**src/rtl/ppc_pkg.sv**
```systemverilog
// Shared constants, types and the rounded multiply of the pixel compositor.
package ppc_pkg;

	localparam int MAX_CHANNELS = 4;
	localparam int NUM_CH = 4;
	localparam int ACT_MAX = (MAX_CHANNELS < NUM_CH) ? MAX_CHANNELS : NUM_CH;

	localparam int CH_W = 8;
	localparam int CNT_W = 3;
	localparam int MODE_W = 2;
	localparam int IDX_W = 2;

	localparam logic [IDX_W-1:0] REG_BLEND_MODE = 2'd0;
	localparam logic [IDX_W-1:0] REG_CHANNEL_COUNT = 2'd1;

	localparam logic [CNT_W-1:0] CNT_RESET = 3'd4;
	localparam logic [CNT_W-1:0] CNT_MIN = 3'd1;
	localparam logic [CNT_W-1:0] CNT_MAX = CNT_W'(ACT_MAX);

	localparam logic [CH_W-1:0] CH_FULL = 8'hFF;

	typedef enum logic [MODE_W-1:0] {
		MODE_OVER = 2'd0,
		MODE_OVER_ALPHA = 2'd1,
		MODE_MASK = 2'd2
	} mode_t;

	typedef struct packed {
		mode_t mode;
		logic active;
		logic is_alpha;
	} lane_ctl_t;

	// a * b / 255, rounded
	function automatic logic [CH_W-1:0] mul255(input logic [CH_W-1:0] a,
			input logic [CH_W-1:0] b);
		logic [2*CH_W-1:0] t;
		logic [2*CH_W-1:0] u;
		t = {8'd0, a} * {8'd0, b} + 16'd128;
		u = t + {8'd0, t[2*CH_W-1:CH_W]};
		return u[2*CH_W-1:CH_W];
	endfunction

endpackage

```
**src/rtl/ppc_lane.sv**
```systemverilog
// One channel lane: blend, mask or pass the destination through.
module ppc_lane import ppc_pkg::*; (
	input  lane_ctl_t       ctl,
	input  logic [CH_W-1:0] src,
	input  logic [CH_W-1:0] dst,
	input  logic [CH_W-1:0] src_alpha,
	input  logic [CH_W-1:0] mask,
	output logic [CH_W-1:0] result
);

	logic [CH_W-1:0] op_a;
	logic [CH_W-1:0] op_b;
	logic [CH_W-1:0] addend;
	logic [CH_W-1:0] prod;
	logic [CH_W:0]   sum;
	logic            pass;

	always_comb begin
		op_a = dst;
		op_b = CH_FULL - src_alpha;
		addend = '0;
		pass = 1'b0;
		unique case (ctl.mode)
			MODE_OVER: begin
				addend = src;
			end
			MODE_OVER_ALPHA: begin
				addend = ctl.is_alpha ? src : '0;
			end
			MODE_MASK: begin
				op_a = src;
				op_b = mask;
			end
			default: begin
				pass = 1'b1;
			end
		endcase
	end

	assign prod = mul255(op_a, op_b);
	assign sum = {1'b0, addend} + {1'b0, prod};

	always_comb begin
		if (pass || !ctl.active) begin
			result = dst;
		end else if (sum[CH_W]) begin
			result = CH_FULL;
		end else begin
			result = sum[CH_W-1:0];
		end
	end

endmodule

```
**src/rtl/premultiplied_pixel_compositor_unit.sv**
```systemverilog
// Top level of the premultiplied pixel compositor: registers, pipeline and lanes.
//
// channel  direction  handshake            word
// in       input      in_valid/in_ready    src_ch0..3, dst_ch0..3, mask_value
// out      output     out_valid/out_ready  out_ch0..3
// cfg      input      cfg_valid/cfg_ready  cfg_index, cfg_data
//
// One pixel per cycle sustained while out_ready is high; pixels pass from the input register to the result register.
// The four lane multipliers sit between those two registers and set the cycle.
// Reset clears the pipeline valid bits and loads blend_mode 0, channel_count 4.
// A stalled result holds in the output register; the input register keeps
// accepting until both stages are full.
module premultiplied_pixel_compositor_unit import ppc_pkg::*; (
	input  logic             clk,
	input  logic             arst_n,
	input  logic             in_valid,
	output logic             in_ready,
	input  logic [CH_W-1:0]  src_ch0,
	input  logic [CH_W-1:0]  src_ch1,
	input  logic [CH_W-1:0]  src_ch2,
	input  logic [CH_W-1:0]  src_ch3,
	input  logic [CH_W-1:0]  dst_ch0,
	input  logic [CH_W-1:0]  dst_ch1,
	input  logic [CH_W-1:0]  dst_ch2,
	input  logic [CH_W-1:0]  dst_ch3,
	input  logic [CH_W-1:0]  mask_value,
	output logic             out_valid,
	input  logic             out_ready,
	output logic [CH_W-1:0]  out_ch0,
	output logic [CH_W-1:0]  out_ch1,
	output logic [CH_W-1:0]  out_ch2,
	output logic [CH_W-1:0]  out_ch3,
	input  logic             cfg_valid,
	output logic             cfg_ready,
	input  logic [IDX_W-1:0] cfg_index,
	input  logic [CNT_W-1:0] cfg_data
);

	mode_t            mode_q;
	logic [CNT_W-1:0] count_q;
	logic [CNT_W-1:0] act_cnt;

	logic             valid_s1;
	logic [CH_W-1:0]  src_s1 [NUM_CH];
	logic [CH_W-1:0]  dst_s1 [NUM_CH];
	logic [CH_W-1:0]  mask_s1;
	logic             valid_s2;
	logic [CH_W-1:0]  res_s2 [NUM_CH];
	logic [CH_W-1:0]  res    [NUM_CH];

	logic             adv_s1;
	logic             adv_s2;

	assign cfg_ready = 1'b1;

	always_ff @(posedge clk or negedge arst_n) begin
		if (!arst_n) begin
			mode_q <= MODE_OVER;
			count_q <= CNT_RESET;
		end else if (cfg_valid) begin
			if (cfg_index == REG_BLEND_MODE) begin
				mode_q <= mode_t'(cfg_data[MODE_W-1:0]);
			end else if (cfg_index == REG_CHANNEL_COUNT) begin
				count_q <= cfg_data;
			end
		end
	end

	always_comb begin
		priority if (count_q == '0) begin
			act_cnt = CNT_MIN;
		end else if (count_q > CNT_MAX) begin
			act_cnt = CNT_MAX;
		end else begin
			act_cnt = count_q;
		end
	end

	assign adv_s2 = !valid_s2 || out_ready;
	assign adv_s1 = !valid_s1 || adv_s2;
	assign in_ready = adv_s1;

	always_ff @(posedge clk or negedge arst_n) begin
		if (!arst_n) begin
			valid_s1 <= 1'b0;
			valid_s2 <= 1'b0;
		end else begin
			if (adv_s1) begin
				valid_s1 <= in_valid;
			end
			if (adv_s2) begin
				valid_s2 <= valid_s1;
			end
		end
	end

	always_ff @(posedge clk) begin
		if (adv_s1 && in_valid) begin
			src_s1[0] <= src_ch0;
			src_s1[1] <= src_ch1;
			src_s1[2] <= src_ch2;
			src_s1[3] <= src_ch3;
			dst_s1[0] <= dst_ch0;
			dst_s1[1] <= dst_ch1;
			dst_s1[2] <= dst_ch2;
			dst_s1[3] <= dst_ch3;
			mask_s1 <= mask_value;
		end
		if (adv_s2 && valid_s1) begin
			res_s2 <= res;
		end
	end

	for (genvar k = 0; k < NUM_CH; k++) begin : g_lane
		lane_ctl_t ctl;

		assign ctl.mode = mode_q;
		assign ctl.active = (CNT_W'(k) < act_cnt);
		assign ctl.is_alpha = (k == 0);

		ppc_lane u_lane (
			.ctl       (ctl),
			.src       (src_s1[k]),
			.dst       (dst_s1[k]),
			.src_alpha (src_s1[0]),
			.mask      (mask_s1),
			.result    (res[k])
		);
	end

	assign out_valid = valid_s2;
	assign out_ch0 = res_s2[0];
	assign out_ch1 = res_s2[1];
	assign out_ch2 = res_s2[2];
	assign out_ch3 = res_s2[3];

endmodule

```
**config.mk**
```make
export PLATFORM = sky130hd
export DESIGN_NAME = premultiplied_pixel_compositor_unit
export DESIGN_NICKNAME = d
export VERILOG_FILES = /design/src/rtl/ppc_pkg.sv /design/src/rtl/ppc_lane.sv /design/src/rtl/premultiplied_pixel_compositor_unit.sv
export SDC_FILE = /design/constraint.sdc
export NUM_CORES = 1
export LEC_CHECK = 0
export ABC_CLOCK_PERIOD_IN_PS = 15700
export BUFFER_PORTS_ARGS = -buffer_cell sky130_fd_sc_hd__buf_2
export CAP_MARGIN = 20
export CORE_MARGIN = 10
export CORE_UTILIZATION = 40
export DETAILED_ROUTE_END_ITERATION = 16
export GPL_TIMING_DRIVEN = 0
export PLACE_DENSITY = 0.63
export SETUP_SLACK_MARGIN = 0.2
export SYNTH_ARGS = -nofsm -noshare
export SYNTH_HDL_FRONTEND = slang
export SYNTH_SLANG_ARGS = --single-unit
export TNS_END_PERCENT = 1
```
**constraint.sdc**
```tcl
create_clock -name clk -period 15.7 [get_ports clk]
set_input_delay 0.785 -clock clk [delete_from_list [all_inputs] [get_ports clk]]
set_output_delay 0.785 -clock clk [all_outputs]
set_load 0.01 [all_outputs]
```
==> results_dict.tcl, run 1 <==
set metrics [dict create \
    status "finished clean" \
    place_hpwl_um 32420 \
    crit_required_ns 15.83 \
    drive_above_1_share_pct 12.24 \
    fin_skew_ns 0.01303 \
    setup.worst_path.start_class "flop" \
    synth_edf_count 104 \
    netlist_area_um2 15460 \
    fp.coreArea_um2 37930 \
    ys_types 83 \
    rows 71 \
    antenna_found_initial 0 \
    crit_path_max_incr_delay_ns 0.89 \
    layout_commonest_cell "nor2_1" \
    nets 2177 \
    avgSynthCellArea_um2 9.630 \
    worst_pin_slew_ns 1.059 \
    setup_viol 0 \
    drt_iter0_drc 639 \
    dp.cells 2234 \
    nFillCells 3629 \
    routed_wl_um 40160 \
    syn_to_final_growth_pct 10.09 \
    root_buffer "clkbuf_16" \
    crit_top_cell "fa_1" \
    track_usage_pct 17.27 \
    fin_crit_ns 11.72 \
    cts-htree-levels 3 \
    grt_pass1_wl_um 65440 \
    max_freq_mhz 85.30 \
    vias_per_cell 5.366 \
    slowest_stage "clkbuf_1" \
    dieArea_um2 46900 \
    fin_ws_ns 3.977 \
    wire_per_inst_um 17.84 \
    synth-seq-cells 111 \
    drtPass1Iterations 5 \
    synth_cells 1605 \
    cts_sinks 111 \
    chipWidth_um 216.6 \
    synth_top_flop_cell "edfxtp_1" \
    rsz0062_at_grt "no" \
    reg2reg_from "mode_q[0]" \
    first_global_vias 12565 \
    clk_latency_ns 0.38 \
    timing.final.crit_share_pct 74.67 \
    most-common-layout-cells "225 x nor2_1, 208 x ha_1, 190 x inv_1" \
    antenna-diode-count 0 \
    fin_tns_setup_ns 0 \
    yosysSeqAreaShare_pct 21.35 \
    hold_path.class "input pin to asynchronous set/reset pin" \
    start_util_pct 40.75 \
    reg2reg_slack_ns 3.98 \
    crit_start "mode_q[0]" \
    holdBufCountCts 0 \
    remaining_drc_errors 0 \
    maxCapViolCount 0 \
    die_h_um 216.6 \
    post_cts_buffers 0 \
    endpoint_kind "flop" \
    ant_nets 0 \
    cts_made_buffers 9 \
    gr-total-overflow 0 \
    cts_tree "yes" \
    clockBufferDepth 2 \
    ios 117 \
    critPathMaxFanout 10 \
    ctsResizeCount 0 \
    worstPathArrival_ns 11.85 \
    relSlewSlack_pct 27.41 \
    post-place-ws_ns 4.214 \
    clkTransAtPathRegs_ns 0.08 \
    port_buffers 115 \
    place.gp.congestion 0.8691 \
    slew_viol_final 0 \
    grt_max_degree 54 \
    hold_viol 0 \
    instances_no_fill 2251 \
    yosysWarningCount 0 \
    synth_nets 2047 \
    via_count 12079 \
    crit_type "flop to flop" \
    ys_async_sr_fraction_pct 6.306 \
]
[registers in the layout, indices dropped and copies added, names as in the netlist]
name / cells
src_s1: 32
mask_s1: 8
out_valid: 1
out_ch0: 8
mode_q: 2
out_ch3: 8
valid_s1: 1
count_q: 3
out_ch1: 8
dst_s1: 32
out_ch2: 8
[cells by family (layout without fill, tap and decap cells)]
logic type / Yosys count / in the layout / share of synthesized area [%]
fa+ha+maj: 361 / 361 / 36.59
xor+xnor: 80 / 80 / 4.533
compound gates: 267 / 267 / 12.32
flops: 111 / 111 / 21.35
other cells: 1 / 1 / 0.02426
buf+inv: 234 / 369 / 5.780
simple gates: 497 / 497 / 15.70
mux: 54 / 54 / 3.699
[area by class of cell]
type                    instances  area (µm²)  share of cell area (%)
inverters                     190       713.2                   4.191
plain buffers                  44       180.2                   1.059
clock inverters                 5       41.29                  0.2426
well taps                     511       639.4                   3.757
repair buffers                119       633.1                   3.721
clock buffers                  11       242.7                   1.426
multi-input cells            1260       11270                   66.21
flip-flops and latches        111        3299                   19.39
[synthesized netlist by cell type (6+ instances only)]
library cell | instances | share of area, %
nand3b_1 | 6 | 0.29
nand3_1 | 22 | 0.71
inv_1 | 190 | 4.6
a31oi_1 | 11 | 0.45
fa_1 | 152 | 20
mux2i_1 | 38 | 2.5
a21oi_1 | 58 | 1.9
o21ai_1 | 6 | 0.19
o22a_1 | 28 | 1.6
clkbuf_1 | 35 | 0.85
dfrtp_1 | 6 | 0.97
xor2_1 | 31 | 1.8
nor3_1 | 13 | 0.42
o21a_1 | 11 | 0.53
nor3b_1 | 8 | 0.39
o21bai_1 | 11 | 0.53
o21ai_0 | 39 | 1.3
and2_1 | 33 | 1.3
nand2b_1 | 21 | 0.85
nand2_1 | 58 | 1.4
and3_1 | 17 | 0.69
nor2_1 | 225 | 5.5
a21o_1 | 30 | 1.5
mux2_2 | 15 | 1.1
edfxtp_1 | 104 | 20
nor2b_1 | 20 | 0.81
a211oi_1 | 12 | 0.58
o211ai_1 | 11 | 0.53
xnor2_1 | 49 | 2.8
or3_1 | 6 | 0.24
ha_1 | 208 | 17
or2_2 | 42 | 1.7
[through the flow]
step	area, µm²	utilization, %	hold WS, ns
global route	17020	44.86	0.2224
floorplan	15460	-	0.4490
CTS	17010	44.84	0.2074
finish	17020	44.86	0.2255
detailed placement	16720	44.09	0.4866
global placement	16670	43.95	0.4634
[critical path: cells and delay by family, from the launching register on]
kind	cells	cell delay, ns
AND/OR/NAND/NOR	9	1.52
adder cells (fa/ha/maj)	8	3.28
multiplexers	1	0.55
XOR/XNOR	2	0.61
buffers and inverters	6	2.30
AO/OA/AOI/OAI	10	2.78
flip-flops	1	0.44
[path summary, 6_finish.rpt]
| kind | cells after the start | endpoint |
|---|---|---|
| min in group clk | 1 | out_valid |
| max in group asynchronous | 1 | count_q[2] |
| max reg2reg | 36 | out_ch1[6] |
| min | 1 | out_valid |
| max | 36 | out_ch1[6] |
| min reg2reg | 1 | out_valid |
[per-layer routing]
metal | vias up | routed length, µm | track usage [%]
met1 | 5903 | 18510 | 22.77
met5 | - | 236 | 3.863
met2 | 353 | 17850 | 27.54
met3 | 44 | 2996 | 4.568
li1 | 5775 | - | -
met4 | 4 | 561 | 3.589
Power of run 1 is not shown: default switching activity piles up to over one toggle a cycle in this logic, so the estimate is an artifact.
==> inputs of run 2 (changes only) <==
Settings changed: ABC_CLOCK_PERIOD_IN_PS 15700 to 9800, PLACE_DENSITY 0.63 to 0.65.
Clock period 15.7 ns to 9.8 ns, I/O delays scaled along.
==> results_dict.tcl, run 2 (same netlist as run 1, synthesis figures left out) <==
set metrics [dict create \
    status "finished clean" \
    endpoint_kind "flop" \
    chipWidth_um 216.6 \
    reg2reg_from "mode_q[1]" \
    ios 117 \
    reg2reg_depth 38 \
    gr-total-overflow 0 \
    post-place-ws_ns -1.737 \
    hold_viol 0 \
    vias_per_cell 5.399 \
    drtPass1Iterations 5 \
    hold_start "src_ch1[1]" \
    nets 2214 \
    clk_latency_ns 0.39 \
    via_count 12354 \
    slew_viol_final 0 \
    clkTransAtPathRegs_ns 0.09 \
    hold_ws_ns 0.2696 \
    fp.coreArea_um2 37930 \
    track_usage_pct 17.50 \
    crit_type "flop to flop" \
    antenna_found_initial 1 \
    rsz0062_at_grt "yes" \
    layout_commonest_cell "nor2_1" \
    cts_sinks 111 \
    drt_iter0_drc 785 \
    root_buffer "clkbuf_16" \
    die_h_um 216.6 \
    drive_above_1_share_pct 19.64 \
    slowest_stage "fa_1" \
    crit_path_max_incr_delay_ns 0.55 \
    ant_nets 0 \
    worstPathArrival_ns 9.42 \
    routed_wl_um 41600 \
    endpoint "out_ch1[0]" \
    grt.busiest_layer "met2" \
    cts-htree-levels 3 \
    worst_pin_slew_ns 0.9249 \
    timing.final.crit_share_pct 94.79 \
    cts_made_buffers 9 \
    worstReg2RegEnd "out_ch1[0]" \
    fin_ws_ns 0.5109 \
    reg2reg_slack_ns 0.51 \
    start_util_pct 40.75 \
    grt_pass1_wl_um 66620 \
    antenna-diode-count 0 \
    fin_skew_ns 0.01276 \
    hold_path.class "input pin to flop" \
    crit_start "mode_q[1]" \
    port_buffers 115 \
    remaining_drc_errors 0 \
    largest_registers "dst_s1: 32 flops, src_s1: 32 flops" \
    wire_per_inst_um 18.18 \
    grt_use_met3_pct 4.359 \
    setup_viol 0 \
    grt_max_degree 59 \
    place_hpwl_um 32480 \
    maxCapViolCount 0 \
    crit_required_ns 9.93 \
    cts_tree "yes" \
    dieArea_um2 46900 \
    max_freq_mhz 107.7 \
    use_met2_pct 27.70 \
    first_global_vias 12985 \
    grt_use_met1_pct 23.35 \
    relSlewSlack_pct 38.34 \
    most-common-layout-cells "224 x nor2_1, 200 x ha_1, 190 x inv_1" \
    place.gp.congestion 0.8891 \
    syn_to_final_growth_pct 16.94 \
    critPathMaxFanout 10 \
    crit_top_cell "fa_1" \
    clockBufferDepth 2 \
    setup.worst_path.start_class "flop" \
    fin_crit_ns 9.289 \
    rows 71 \
]
-- run 2: worst max-delay path, delay by kind of cell, from the launching register on --
kind                       cells  cell delay (ns)
adders and majority gates      8             3.14
AOI/OAI and AO/OA             10             2.10
and+or+nand+nor                9             1.49
buffers and inverters          8             1.16
DFF                            1             0.44
muxes                          1             0.35
xor gates and xnor gates       2             0.34
-- run 2: layout make-up --
class                           instances  area (µm²)
Sequential cell                       111        3302
Clock inverter                          6       68.82
Fill cell                            3564       19860
Clock buffer                           10       229.0
Tap cell                              511       639.4
Timing Repair Buffer                  156       934.6
Buffer                                 44       339.1
Inverter                              190       713.2
Multi-Input combinational cell       1260       11850
-- run 2: routing by layer --
layer | part of all wire (%) | wire [µm]
met1 | 46 | 18970
met2 | 45 | 18700
met3 | 7.1 | 2974
met4 | 2.3 | 954
met5 | 0 | 0
-- run 2: repair_timing --
action                                  in CTS  in global routing
resized for setup                           93                 95
endpoints found under the setup margin      32                 32
endpoints found under the hold margin        6                  0
buffers inserted                            13                 23
gates cloned                                 0                  1
pin swaps                                    2                 16
hold buffers                                 1                  0
-- run 2: worst min path at each step --
stage,end,slack (ns),cells past startpoint
after detailed placement,out_valid,0.33,1
after global placement,out_valid,0.33,1
after global routing,mask_s1[6],0.26,1
after floorplan,count_q[0],0.19,0
final,src_s1[1][1],0.27,1
after CTS,src_s1[1][1],0.25,1
-- run 2: per-stage QoR --
| stage | std cells | setup TNS (ns) | cell area (µm²) | utilization [%] |
|---|---|---|---|---|
| 2_1_floorplan | 1605 | 0 | 15460 | - |
| 3_3_place_gp | 2231 | -35.51 | 16670 | 43.95 |
| 5_1_grt | 2288 | 0 | 18070 | 47.65 |
| 4_1_cts | 2264 | 0 | 17480 | 46.08 |
| 3_5_place_dp | 2234 | -40.80 | 16720 | 44.09 |
| 6_report | 2288 | 0 | 18070 | 47.65 |
Power of run 2 is left out for the same reason.
==> inputs of run 3 (changes only) <==
Settings changed: GPL_TIMING_DRIVEN 0 to unset.
==> results_dict.tcl, run 3 (same netlist as run 1, synthesis figures left out) <==
set metrics [dict create \
    hold_viol 0 \
    grt_use_met3_pct 4.763 \
    largest_registers "dst_s1: 32 flops, src_s1: 32 flops" \
    gr-total-overflow 0 \
    setup.worst_path.start_class "flop" \
    cts-htree-levels 3 \
    critPathMaxFanout 12 \
    fp.coreArea_um2 37930 \
    crit_path_max_incr_delay_ns 0.54 \
    clkTransAtPathRegs_ns 0.09 \
    clockBufferDepth 2 \
    status "finished clean" \
    grt_use_met1_pct 21.79 \
    grt_max_degree 73 \
    chipWidth_um 216.6 \
    routed_wl_um 39440 \
    grt_pass1_wl_um 64310 \
    track_usage_pct 16.82 \
    antenna-diode-count 0 \
    crit_start "mode_q[0]" \
    place.gp.congestion 0.8756 \
    nets 2195 \
    grt.busiest_layer "met2" \
    setup_viol 0 \
    antenna_found_initial 0 \
    crit_required_ns 9.92 \
    cts_sinks 111 \
    rsz0062_at_grt "yes" \
    crit_type "flop to flop" \
    vias_per_cell 5.374 \
    nFillCells 3551 \
    syn_to_final_growth_pct 13.65 \
    worstPathArrival_ns 9.32 \
    via_count 12193 \
    drtPass1Iterations 7 \
    clk_latency_ns 0.39 \
    reg2reg_from "mode_q[0]" \
    die_h_um 216.6 \
    relSlewSlack_pct 28.98 \
    drt_iter0_drc 687 \
    max_freq_mhz 108.8 \
    fin_tns_setup_ns 0 \
    fin_crit_ns 9.195 \
    root_buffer "clkbuf_16" \
    slowest_stage "fa_1" \
    drive_above_1_share_pct 17.35 \
    cts_tree "yes" \
    layout_commonest_cell "nor2_1" \
    timing.final.crit_share_pct 93.82 \
    hold_start "dst_ch2[6]" \
    worst_pin_slew_ns 1.065 \
    rows 71 \
    start_util_pct 40.75 \
    most-common-layout-cells "224 x nor2_1, 208 x ha_1, 190 x inv_1" \
    endpoint_kind "flop" \
    ant_nets 0 \
    ios 117 \
    cts_made_buffers 9 \
    slew_viol_final 0 \
    maxCapViolCount 0 \
    wire_per_inst_um 17.38 \
    fin_skew_ns 0.01576 \
    crit_top_cell "fa_1" \
    use_met2_pct 27.28 \
    place_hpwl_um 31360 \
    hold_path.class "input pin to flop" \
    remaining_drc_errors 0 \
    first_global_vias 12636 \
    port_buffers 115 \
    dieArea_um2 46900 \
]
## run 3: cell types whose count changed in the layout (fill, tap and decap cells not counted), sizes merged
cell / previous run / this run
clkbuf: 39 / 10
buf: 170 / 180
clkinv: 3 / 2
clkinvlp: 0 / 1
## run 3: critical path, delay by kind of cell (launching register included)
kind,cells,cell delay (ns)
fa+ha+maj,8,3.37
compound gates,13,2.56
simple gates,9,1.79
buf+inv,6,0.65
flops,1,0.45
xor+xnor,1,0.11
## run 3: timing repair
action | 4_1_cts | 5_1_grt
buffers inserted | 0 | 20
hold endpoints to repair | 6 | 0
hold buffers | 1 | 0
endpoints found under the setup margin | 7 | 32
resized for setup | 5 | 39
pin swaps | 0 | 9
## run 3: layout make-up
type	instances	area, µm²	share of cell area (%)
clock buffers	10	229.0	1.304
clock inverters	6	68.82	0.3918
inverters	190	713.2	4.060
multi-input cells	1260	11500	65.50
flip-flops and latches	111	3301	18.79
well taps	511	639.4	3.640
repair buffers	181	1110	6.318
## run 3: stage by stage
step | util (%) | setup WS [ns] | cell area, µm² | hold WS, ns | instances
6_report | 46.31 | 0.6054 | 17570 | 0.2698 | 2269
5_1_grt | 46.31 | 0.1161 | 17570 | 0.2567 | 2269
4_1_cts | 45.34 | 0.2121 | 17200 | 0.2493 | 2249
3_5_place_dp | 44.48 | 0.07216 | 16870 | 0.3400 | 2232
3_3_place_gp | 44.48 | 0.2783 | 16870 | 0.3297 | 2232
2_1_floorplan | - | 0.3060 | 15460 | 0.1944 | 1605
## run 3: worst paths after layout
check | endpoint | slack, ns | depth (start not counted)
max | out_ch2[4] | 0.61 | 37
min | dst_s1[2][6] | 0.27 | 1
max reg2reg | out_ch2[4] | 0.61 | 37
min reg2reg | out_valid | 0.50 | 1
max in group asynchronous | count_q[2] | 9.08 | 2
min in group asynchronous | mode_q[0] | 0.47 | 2
## run 3: per-layer routing
layer	vias to the layer above	routed length, µm
met4	0	731
met1	5960	17850
met3	49	2945
met5	-	0
met2	369	17920
li1	5815	-
Power of run 3 is left out for the same reason.
